<file path="src/hw/rtl/sme_pkg.sv">
// Shared types, widths and codes of the stack machine execute block.
// Used by sme_stack_cell, sme_data_mem and stack_machine_execute_core.
`default_nettype none
package sme_pkg;

   localparam int WORD_W        = 32;
   localparam int FUNC_W        = 4;
   localparam int PC_W          = 9;
   localparam int STATUS_W      = 3;
   localparam int COUNT_W       = 7;
   localparam int PROG_DEPTH    = 256;
   localparam int STACK_DEPTH   = 64;
   localparam int DATA_DEPTH_DEF = 256;

   localparam int REQ_TDATA_W   = 40;
   localparam int RSP_TDATA_W   = 56;
   localparam int CSR_AW        = 3;
   localparam int CSR_DW        = 32;

   localparam logic [CSR_AW-1:0] ADDR_PROGRAM_LENGTH = 3'd0;

   typedef enum logic [FUNC_W-1:0] {
      FN_RET = 4'd0,
      FN_LD  = 4'd1,
      FN_ST  = 4'd2,
      FN_LDC = 4'd3,
      FN_ADD = 4'd4,
      FN_SUB = 4'd5,
      FN_CMP = 4'd6,
      FN_JMP = 4'd7,
      FN_BR  = 4'd8
   } func_type;

   typedef enum logic [STATUS_W-1:0] {
      ST_RUN    = 3'd0,
      ST_HALT   = 3'd1,
      ST_UNDER  = 3'd2,
      ST_ADDR   = 3'd3,
      ST_TARGET = 3'd4,
      ST_OPCODE = 3'd5,
      ST_OVER   = 3'd6
   } status_type;

   // Shift command broadcast to every stack cell
   typedef struct packed {
      logic              push;
      logic              pop;
      logic [WORD_W-1:0] push_data;
   } stk_ctl_type;

endpackage
`default_nettype wire

</file>
<file path="src/hw/rtl/sme_stack_cell.sv">
// One entry of the shift-register operand stack.
// Depends on sme_pkg for the word width and the shift command struct.
`default_nettype none
module sme_stack_cell (
   input  wire logic                        clock,
   input  wire sme_pkg::stk_ctl_type        ctl,
   input  wire logic [sme_pkg::WORD_W-1:0]  from_above,
   input  wire logic [sme_pkg::WORD_W-1:0]  from_below,
   output logic      [sme_pkg::WORD_W-1:0]  value
);

   logic [sme_pkg::WORD_W-1:0] value_ff;
   logic [sme_pkg::WORD_W-1:0] value_in;

   always_comb begin
      value_in = value_ff;
      if (ctl.push) begin
         value_in = from_above;
      end else if (ctl.pop) begin
         value_in = from_below;
      end
   end

   always_ff @(posedge clock) begin
      value_ff <= value_in;
   end

   assign value = value_ff;

endmodule
`default_nettype wire

</file>
<file path="config.mk">
export PLATFORM = sky130hd
export DESIGN_NAME = sme_stack_cell
export DESIGN_NICKNAME = d
export VERILOG_FILES = /design/src/hw/rtl/sme_pkg.sv /design/src/hw/rtl/sme_stack_cell.sv
export SDC_FILE = /design/constraint.sdc
export NUM_CORES = 1
export LEC_CHECK = 0
export ABC_AREA = 1
export BUFFER_PORTS_ARGS = -buffer_cell sky130_fd_sc_hd__buf_2
export CAP_MARGIN = 20
export CORE_MARGIN = 1
export CORE_UTILIZATION = 35
export DETAILED_ROUTE_END_ITERATION = 12
export GPL_ROUTABILITY_DRIVEN = 0
export PLACE_DENSITY = 0.83
export SLEW_MARGIN = 20
export SYNTH_ARGS = -nofsm -noshare
export SYNTH_HDL_FRONTEND = slang
export SYNTH_SLANG_ARGS = --single-unit
</file>
<file path="constraint.sdc">
create_clock -name clock -period 2 [get_ports clock]
set_input_delay 0.3 -clock clock [delete_from_list [all_inputs] [get_ports clock]]
set_output_delay 0.3 -clock clock [all_outputs]
set_load 0.05 [all_outputs]
</file>
Word-level counts from Yosys, hierarchy flattened

Cells that the tools add are included.

Reductions and logical operators: 1
Multiplexer cells: 2

Operators with widths:

| operator           | number |
|---|---|
| $mux W32           | 2 |
| $reduce_bool A2 Y1 | 1 |

Register bits after elaboration: 32
Output and inout port bits: 32
Logic and storage cells: 4

Longest topological paths before layout

Gate-level depths: netlist (run 1).

Depth after elaboration: 2
Gate-level depth with buffers: 5
Gate-level depth less buffers: 3

Worst setup path before layout (run 1)

Ideal clock, no wire load.

Path kind: input to register
Start: in ctl[33] in the netlist's numbering
End: reg value_ff (netlist bit value[0]) (enable)
Setup slack: 740 ps
Stages: 2
Data arrival time: 931 ps
Setup time: 329 ps
Buffers on the path: 1
Cell sequence: buf_6 or2_2

Word-level cells in the longest chain between the ends: 1

RTL lines:

| element                             | RTL line             | text |
|---|---|---|
| start: declaration                  | sme_stack_cell.sv:6  | `input wire sme_pkg::stk_ctl_type ctl,` |
| $reduce_bool A2 Y1 (no source line) | n/a                  |  |
| end signal: assignment              | sme_stack_cell.sv:25 | `value_ff <= value_in;` |
| end: declaration                    | sme_stack_cell.sv:12 | `logic [sme_pkg::WORD_W-1:0] value_ff;` |

No other way between the ends.
A chain may end at the register's enable or synchronous reset.

Final worst setup path (run 1)

Start: reg value_ff (netlist bit value[2])
End: out value[2] in the netlist's numbering

RTL lines:

| element          | RTL line            | text |
|---|---|---|
| end: declaration | sme_stack_cell.sv:9 | `output logic [sme_pkg::WORD_W-1:0] value` |

No word-level cell between the ends.

==> impl_results.md, run 1 <==
* Clk buf depth at 2
* IO Port Bufs at 98
* Post-route DRC violation count at 0
* Die Y at 65.3 um
* Placed insts at 277
* Syn avg cell area at 10.2 um2
* Final cell count without fillers at 284
* WL final at 2.91 mm
* Dpl cell area at 0.00189 mm2
* Rows at 22
* Final hold vios at 0
* RSZ-0062 raised after global routing: no
* Clock-pin slew on the worst setup and hold paths at 0.06 ns
* Slowest cell on crit path: edfxtp_1
* Mapped Area at 0.00140 mm2
* Register area share after synthesis at 0.686
* Diode count at 0
* CP required at 1.70 ns
* Vias in the first global route at 1126
* Design area at 0.00197 mm2
* Seq cells post-synth at 32
* Share of layout cells above drive strength 1 at 0.453
* Core ar. at 0.00374 mm2
* Initial antenna violation count at 0
* Hold crit path type: in2reg
* Max VDD drop at 0.000352 V
* Clock Tree Root: clkbuf_8
* Vias post-DR at 1230
* Leakage at 1.05 nW
* Overflow after GRT at 0
* GRT Util Overall at 0.144
* Max-slew headroom at 0.520
* CTS tree: done
* CP arrival at 0.88 ns
* Utilization after layout at 0.526
* Dpl ws at 0.619 ns
* Post-CTS Hold Buffers at 0
* Max reg flops at 32
* Pre-antenna DRT Iters at 4
* DIE AREA at 0.00426 mm2
* Post-synthesis cell type count at 6
* Final WS setup at 0.825 ns
* Post-CTS Resized at 0
* Crit path kind: reg2out
* CP peak stage delay at 0.38 ns
* Syn. warnings at 0
* Post-CTS Setup Bufs at 0
* M3 GR Usage at 0.0608
* Worst Path Buf+Inv at 1
* Routed Antenna Nets at 0
* Crit path max-delay family: flip-flops
* Worst-path fanout max at 1
* Largest net degree at the start of global routing at 34
* First-pass GRT wire length at 4.60 mm
* Crit. End Element: output port
* Sinks on Clock Net at 32
* Most crowded layer after global routing: met2
* Post-Synthesis Cells at 137
* Max Cap Viol at 0
* Global routing usage on met2 at 0.246
* Num CTS Buffers at 5
* Net Count, Synth at 236
* Setup TNS at 0 ns
* Slew Viols, Final at 0
* Slew @ Worst Pin at 0.720 ns
* GRT met1 Usage at 0.150
* # H-tree levels at 2
* Final min period at 1.18 ns
* Critical path, cell by cell: buf_2
* Initial Util at 0.374
* Status: completed
* Final setup violation count at 0
* 1st-iter DRT viols at 75
* Fmax at 851 MHz
* Via/cell ratio at 4.33
* Detailed-placement wirelength estimate at 2.12 mm
* Drt wl/cell at 10.3 um
* P&R area growth vs syn at 40.5%
* Die X at 65.3 um
* Fin nets at 335
* P per Cell Area at 893 mW/mm2
* CP Launch Type: flip-flop
* I/O pin count at 131
* Tcrit/Tclk final at 0.588
[cells by family after synthesis]
logic type | Yosys count | synth area share
buf+inv | 8 | 0.0527
flops | 32 | 0.686
simple gates | 97 | 0.262
[synth_stat cells (all sizes together)]
master,number,area (um2)
buf,7,67.6
edfxtp,32,961
inv,1,6.26
nand2,96,360
or2,1,6.26
[final cells by class]
type	count	area, um2
multi-input cells	97	367
clock buffers	6	72.6
clock inverters	1	5.00
well taps	48	60.1
repair buffers	99	498
flip-flops and latches	32	961
fillers	363	1770
inverters	1	6.26
[final timing paths]
path / from / endpoint / slack (ns) / cells after the start
setup / recovery: value[2] / value[2] / 0.82 / 1
hold / removal: from_below[7] / value[7] / 0.29 / 3
[metrics by stage]
| stage | total power [W] | hold WS (ns) |
|---|---|---|
| detailed placement | 0.00133 | 0.568 |
| global placement | 0.00133 | 0.564 |
| global route | 0.00184 | 0.284 |
| finish | 0.00176 | 0.289 |
| floorplan | 0.00120 | 0.479 |
| CTS | 0.00178 | 0.281 |
[report_power, final]
part / internal (W) / total [W] / switching [W]
Sequential: 0.000824 / 0.000840 / 0.0000156
Clock: 0.000236 / 0.000443 / 0.000207
Combinational: 0.000117 / 0.000476 / 0.000359
[placed cells by master (no fill, tap or decap)]
| cell | count |
|---|---|
| buf_2 | 98 |
| nand2_1 | 96 |
| edfxtp_1 | 32 |
| clkbuf_8 | 5 |
| inv_4 | 1 |
| or2_2 | 1 |
| clkinv_2 | 1 |
| clkbuf_1 | 1 |
| buf_4 | 1 |
[routing by layer]
layer / up-vias / part of all wire
li1: 632 / -
met3: 6 / 0.074
met1: 532 / 0.41
met4: 0 / 0.014
met5: - / 0
met2: 60 / 0.50
Power figures use the tool's default switching activity.
==> run 2: changes to the inputs <==
==> constraint.sdc (replaced) <==
create_clock -name clock -period 1.1 [get_ports clock]
set_input_delay 0.165 -clock clock [delete_from_list [all_inputs] [get_ports clock]]
set_output_delay 0.165 -clock clock [all_outputs]
set_load 0.05 [all_outputs]
==> impl_results.md, run 2 (synthesis results as in run 1) <==
* Detailed-placement wirelength estimate at 2.13 mm
* Tcrit/Tclk final at 0.953
* Fin nets at 336
* Max VDD drop at 0.000955 V
* Slew Viols, Final at 0
* 1st-iter DRT viols at 65
* Routed Antenna Nets at 0
* Fmax at 954 MHz
* Logic pwr share at 0.273
* Num CTS Buffers at 5
* Stages on worst setup path at 1
* IO Port Bufs at 98
* Sinks on Clock Net at 32
* CP required at 0.94 ns
* Vias in the first global route at 1092
* Design area at 0.00198 mm2
* Hold crit path type: in2reg
* Worst Path Buf+Inv at 1
* Core ar. at 0.00374 mm2
* Final setup violation count at 0
* Final Total Pwr at 0.00319 W
* Largest net degree at the start of global routing at 33
* Crit. End Element: output port
* Die Y at 65.3 um
* Sw Share at 0.332
* Crit path max-delay family: flip-flops
* Setup TNS at 0 ns
* Dpl ws at 0.0654 ns
* Dpl cell area at 0.00190 mm2
* Flop pwr share at 0.478
* Slew @ Worst Pin at 0.431 ns
* Initial Util at 0.374
* # H-tree levels at 2
* Die X at 65.3 um
* Max-slew headroom at 0.713
* Final WS setup at 0.0515 ns
* DIE AREA at 0.00426 mm2
* Crit path kind: reg2out
* Clock Tree Root: clkbuf_8
* Status: completed
* WL final at 2.91 mm
* Filler cells at 351
* Clk buf depth at 2
* Via/cell ratio at 4.25
* Pint at 0.00213 W
* Overflow after GRT at 0
* CTS tree: done
* Clock power frac at 0.248
* P&R area growth vs syn at 41.3%
* P per Cell Area at 1610 mW/mm2
* Max Cap Viol at 0
* CP Launch Type: flip-flop
* CP arrival at 0.88 ns
* Most common cell after layout, fill and taps aside: buf_2
* Max reg flops at 32
* Critical path destination: value[2]
* Critical path, cell by cell: buf_2
* Vias post-DR at 1211
* Setup crit start: value[2]
* I/O pin count at 131
* Worst-path fanout max at 1
* WHS Path Cells at 3
* Rows at 22
* Initial antenna violation count at 0
* GRT Util Overall at 0.145
* RSZ-0062 raised after global routing: no
* Switch Pwr at 0.00106 W
* Slowest cell on crit path: edfxtp_1
* Drt wl/cell at 10.2 um
* First-pass GRT wire length at 4.62 mm
* Clock-pin slew on the worst setup and hold paths at 0.06 ns
* Final min period at 1.05 ns
* Share of layout cells above drive strength 1 at 0.451
* Most frequent cells in the layout: 97 x buf_2, 96 x nand2_1, 32 x edfxtp_1
* Leakage at 1.06 nW
* Pre-antenna DRT Iters at 4
* Final hold vios at 0
* Post-route DRC violation count at 0
* Utilization after layout at 0.529
* Diode count at 0
* CP peak stage delay at 0.38 ns
-- run 2: layout make-up --
cell class | instances | area, um2 | area share
Timing Repair Buffer | 100 | 508 | 0.256
Inverter | 1 | 6.26 | 0.00316
Clock inverter | 2 | 7.51 | 0.00379
Multi-Input combinational cell | 97 | 369 | 0.186
Sequential cell | 32 | 961 | 0.485
Tap cell | 48 | 60.1 | 0.0303
Clock buffer | 5 | 68.8 | 0.0347
-- run 2: power groups by stage --
| stage | clock network, W | logic, W | registers, W |
|---|---|---|---|
| 6_report | 0.000792 | 0.000872 | 0.00153 |
| 4_1_cts | 0.000818 | 0.000879 | 0.00153 |
| 2_1_floorplan | 0 | 0.000146 | 0.00204 |
| 3_5_place_dp | 0 | 0.000879 | 0.00155 |
| 3_3_place_gp | 0 | 0.000868 | 0.00155 |
| 5_1_grt | 0.000871 | 0.000926 | 0.00154 |
-- run 2: per-stage QoR --
stage,hold slack (ns),instances
after CTS,0.144,285
after detailed placement,0.434,278
after floorplan,0.344,137
after global routing,0.152,285
final,0.151,285
after global placement,0.427,278
-- run 2: worst min path at each step --
stage | from | to | slack, ns
final | from_below[0] | value[0] | 0.15
after global routing | from_below[0] | value[0] | 0.15
after CTS | from_below[5] | value[5] | 0.14
after detailed placement | from_below[16] | value[16] | 0.43
after global placement | from_below[10] | value[10] | 0.43
after floorplan | from_below[0] | value[0] | 0.34
-- run 2: timing repair --
item,in CTS,in global routing
hold buffers,0,0
endpoints found under the setup margin,0,1
gates resized for setup,0,1
setup buffers,0,0
-- run 2: metal layers --
layer  global-route usage  part of all wire  routed length [um]  up-vias
met2                0.258              0.49                1440       53
met4               0.0598             0.012                  36        0
met1                0.159              0.43                1240      519
met3               0.0451             0.065                 189        4
li1                     -                 -                   -      635
met5                    0                 0                   0        -
==> run 3: changes to the inputs <==
--- a/config.mk
+++ b/config.mk
@@ -8,11 +8,13 @@
 export ABC_AREA = 1
 export BUFFER_PORTS_ARGS = -buffer_cell sky130_fd_sc_hd__buf_2
 export CAP_MARGIN = 20
+export CELL_PAD_IN_SITES_DETAIL_PLACEMENT = 0
+export CELL_PAD_IN_SITES_GLOBAL_PLACEMENT = 1
 export CORE_MARGIN = 1
-export CORE_UTILIZATION = 35
+export CORE_UTILIZATION = 24
 export DETAILED_ROUTE_END_ITERATION = 12
 export GPL_ROUTABILITY_DRIVEN = 0
-export PLACE_DENSITY = 0.83
+export PLACE_DENSITY = 0.84
 export SLEW_MARGIN = 20
 export SYNTH_ARGS = -nofsm -noshare
 export SYNTH_HDL_FRONTEND = slang
==> impl_results.md, run 3 (synthesis results as in run 1) <==
* GRT Util Overall at 0.115
* Utilization after layout at 0.361
* Final min period at 1.05 ns
* Detailed-placement wirelength estimate at 2.46 mm
* Hold Slack at 0.148 ns
* Worst-path fanout max at 1
* RSZ-0062 raised after global routing: no
* Status: completed
* Sinks on Clock Net at 32
* Crit path max-delay family: flip-flops
* Setup TNS at 0 ns
* Largest net degree at the start of global routing at 33
* Vias post-DR at 1207
* Final hold vios at 0
* Fin nets at 336
* First-pass GRT wire length at 5.24 mm
* Final cell count without fillers at 310
* Core ar. at 0.00557 mm2
* Vias in the first global route at 1094
* Share of layout cells above drive strength 1 at 0.450
* CP required at 0.94 ns
* Placed insts at 302
* Tcrit/Tclk final at 0.959
* Stages on worst setup path at 1
* Most common cell after layout, fill and taps aside: buf_2
* Drt wl/cell at 11.0 um
* Slew Viols, Final at 0
* Post-CTS Resized at 0
* CP Launch Type: flip-flop
* Clk buf depth at 2
* Slew @ Worst Pin at 0.450 ns
* Pre-antenna DRT Iters at 5
* Die Y at 78.4 um
* CP arrival at 0.89 ns
* Worst Path Buf+Inv at 1
* Routed Antenna Nets at 0
* Final setup violation count at 0
* # H-tree levels at 2
* Setup crit start: value[22]
* Overflow after GRT at 0
* CTS tree: done
* Clock Tree Root: clkbuf_8
* Post-CTS Hold Buffers at 0
* WL final at 3.40 mm
* Max-slew headroom at 0.700
* Leakage at 1.06 nW
* Most frequent cells in the layout: 98 x buf_2, 96 x nand2_1, 32 x edfxtp_1
* Initial Util at 0.251
* I/O pin count at 131
* Rows at 27
* Hold crit path type: in2reg
* Initial antenna violation count at 0
* Crit path kind: reg2out
* Critical path destination: value[22]
* Max reg flops at 32
* Post-route DRC violation count at 0
* Slowest cell on crit path: edfxtp_1
* P&R area growth vs syn at 43.6%
* 1st-iter DRT viols at 44
* IO Port Bufs at 98
* DIE AREA at 0.00615 mm2
* Critical path, cell by cell: buf_2
* P per Cell Area at 1610 mW/mm2
* Fmax at 948 MHz
* Max VDD drop at 0.000403 V
* Die X at 78.4 um
* Diode count at 0
* Crit. End Element: output port
* Post-CTS Setup Bufs at 0
* Via/cell ratio at 3.89
* Max Cap Viol at 0
* Clock-pin slew on the worst setup and hold paths at 0.07 ns
* Num CTS Buffers at 5
* CP peak stage delay at 0.39 ns
## run 3: cell count changes in the layout (fill, tap and decap cells not counted)
cell,previous run,this run
buf_2,97,98
clkbuf_1,0,2
clkbuf_4,1,0
clkinv_1,2,1
## run 3: metrics by stage
stage	power [W]	cell area (um2)	worst slack, ns
floorplan	0.00219	1400	0.166
global placement	0.00242	1930	-0.0163
detailed placement	0.00244	1930	-0.00990
CTS	0.00329	2010	0.0342
global route	0.00340	2010	0.0277
finish	0.00325	2010	0.0452
## run 3: how the worst min path moves through the flow
stage                     cells after the start        end            from
after floorplan                               2   value[0]   from_below[0]
after CTS                                     3   value[5]   from_below[5]
final                                         3   value[7]   from_below[7]
after global placement                        3  value[17]  from_below[17]
after detailed placement                      3  value[24]  from_below[24]
after global routing                          3   value[0]   from_below[0]
## run 3: where the power goes
part | switching [W] | internal [W] | leakage, nW
Clock | 0.000404 | 0.000440 | 0.0399
Sequential | 0.0000290 | 0.00150 | 0.330
Combinational | 0.000660 | 0.000216 | 0.688
## run 3: layout make-up
cell class              count  area (um2)
inverters                   1        6.26
multi-input cells          97         369
repair buffers            100         505
flip-flops and latches     32         961
clock inverters             1        3.75
clock buffers               7        76.3
well taps                  72        90.1
fillers                   603        3560
## run 3: metal layers
| layer | up-vias | wire, um | global-route usage |
|---|---|---|---|
| met5 | - | 0 | 0 |
| met1 | 520 | 1400 | 0.131 |
| met3 | 5 | 203 | 0.0302 |
| met2 | 47 | 1730 | 0.197 |
| li1 | 635 | - | - |
| met4 | 0 | 56 | 0.0611 |
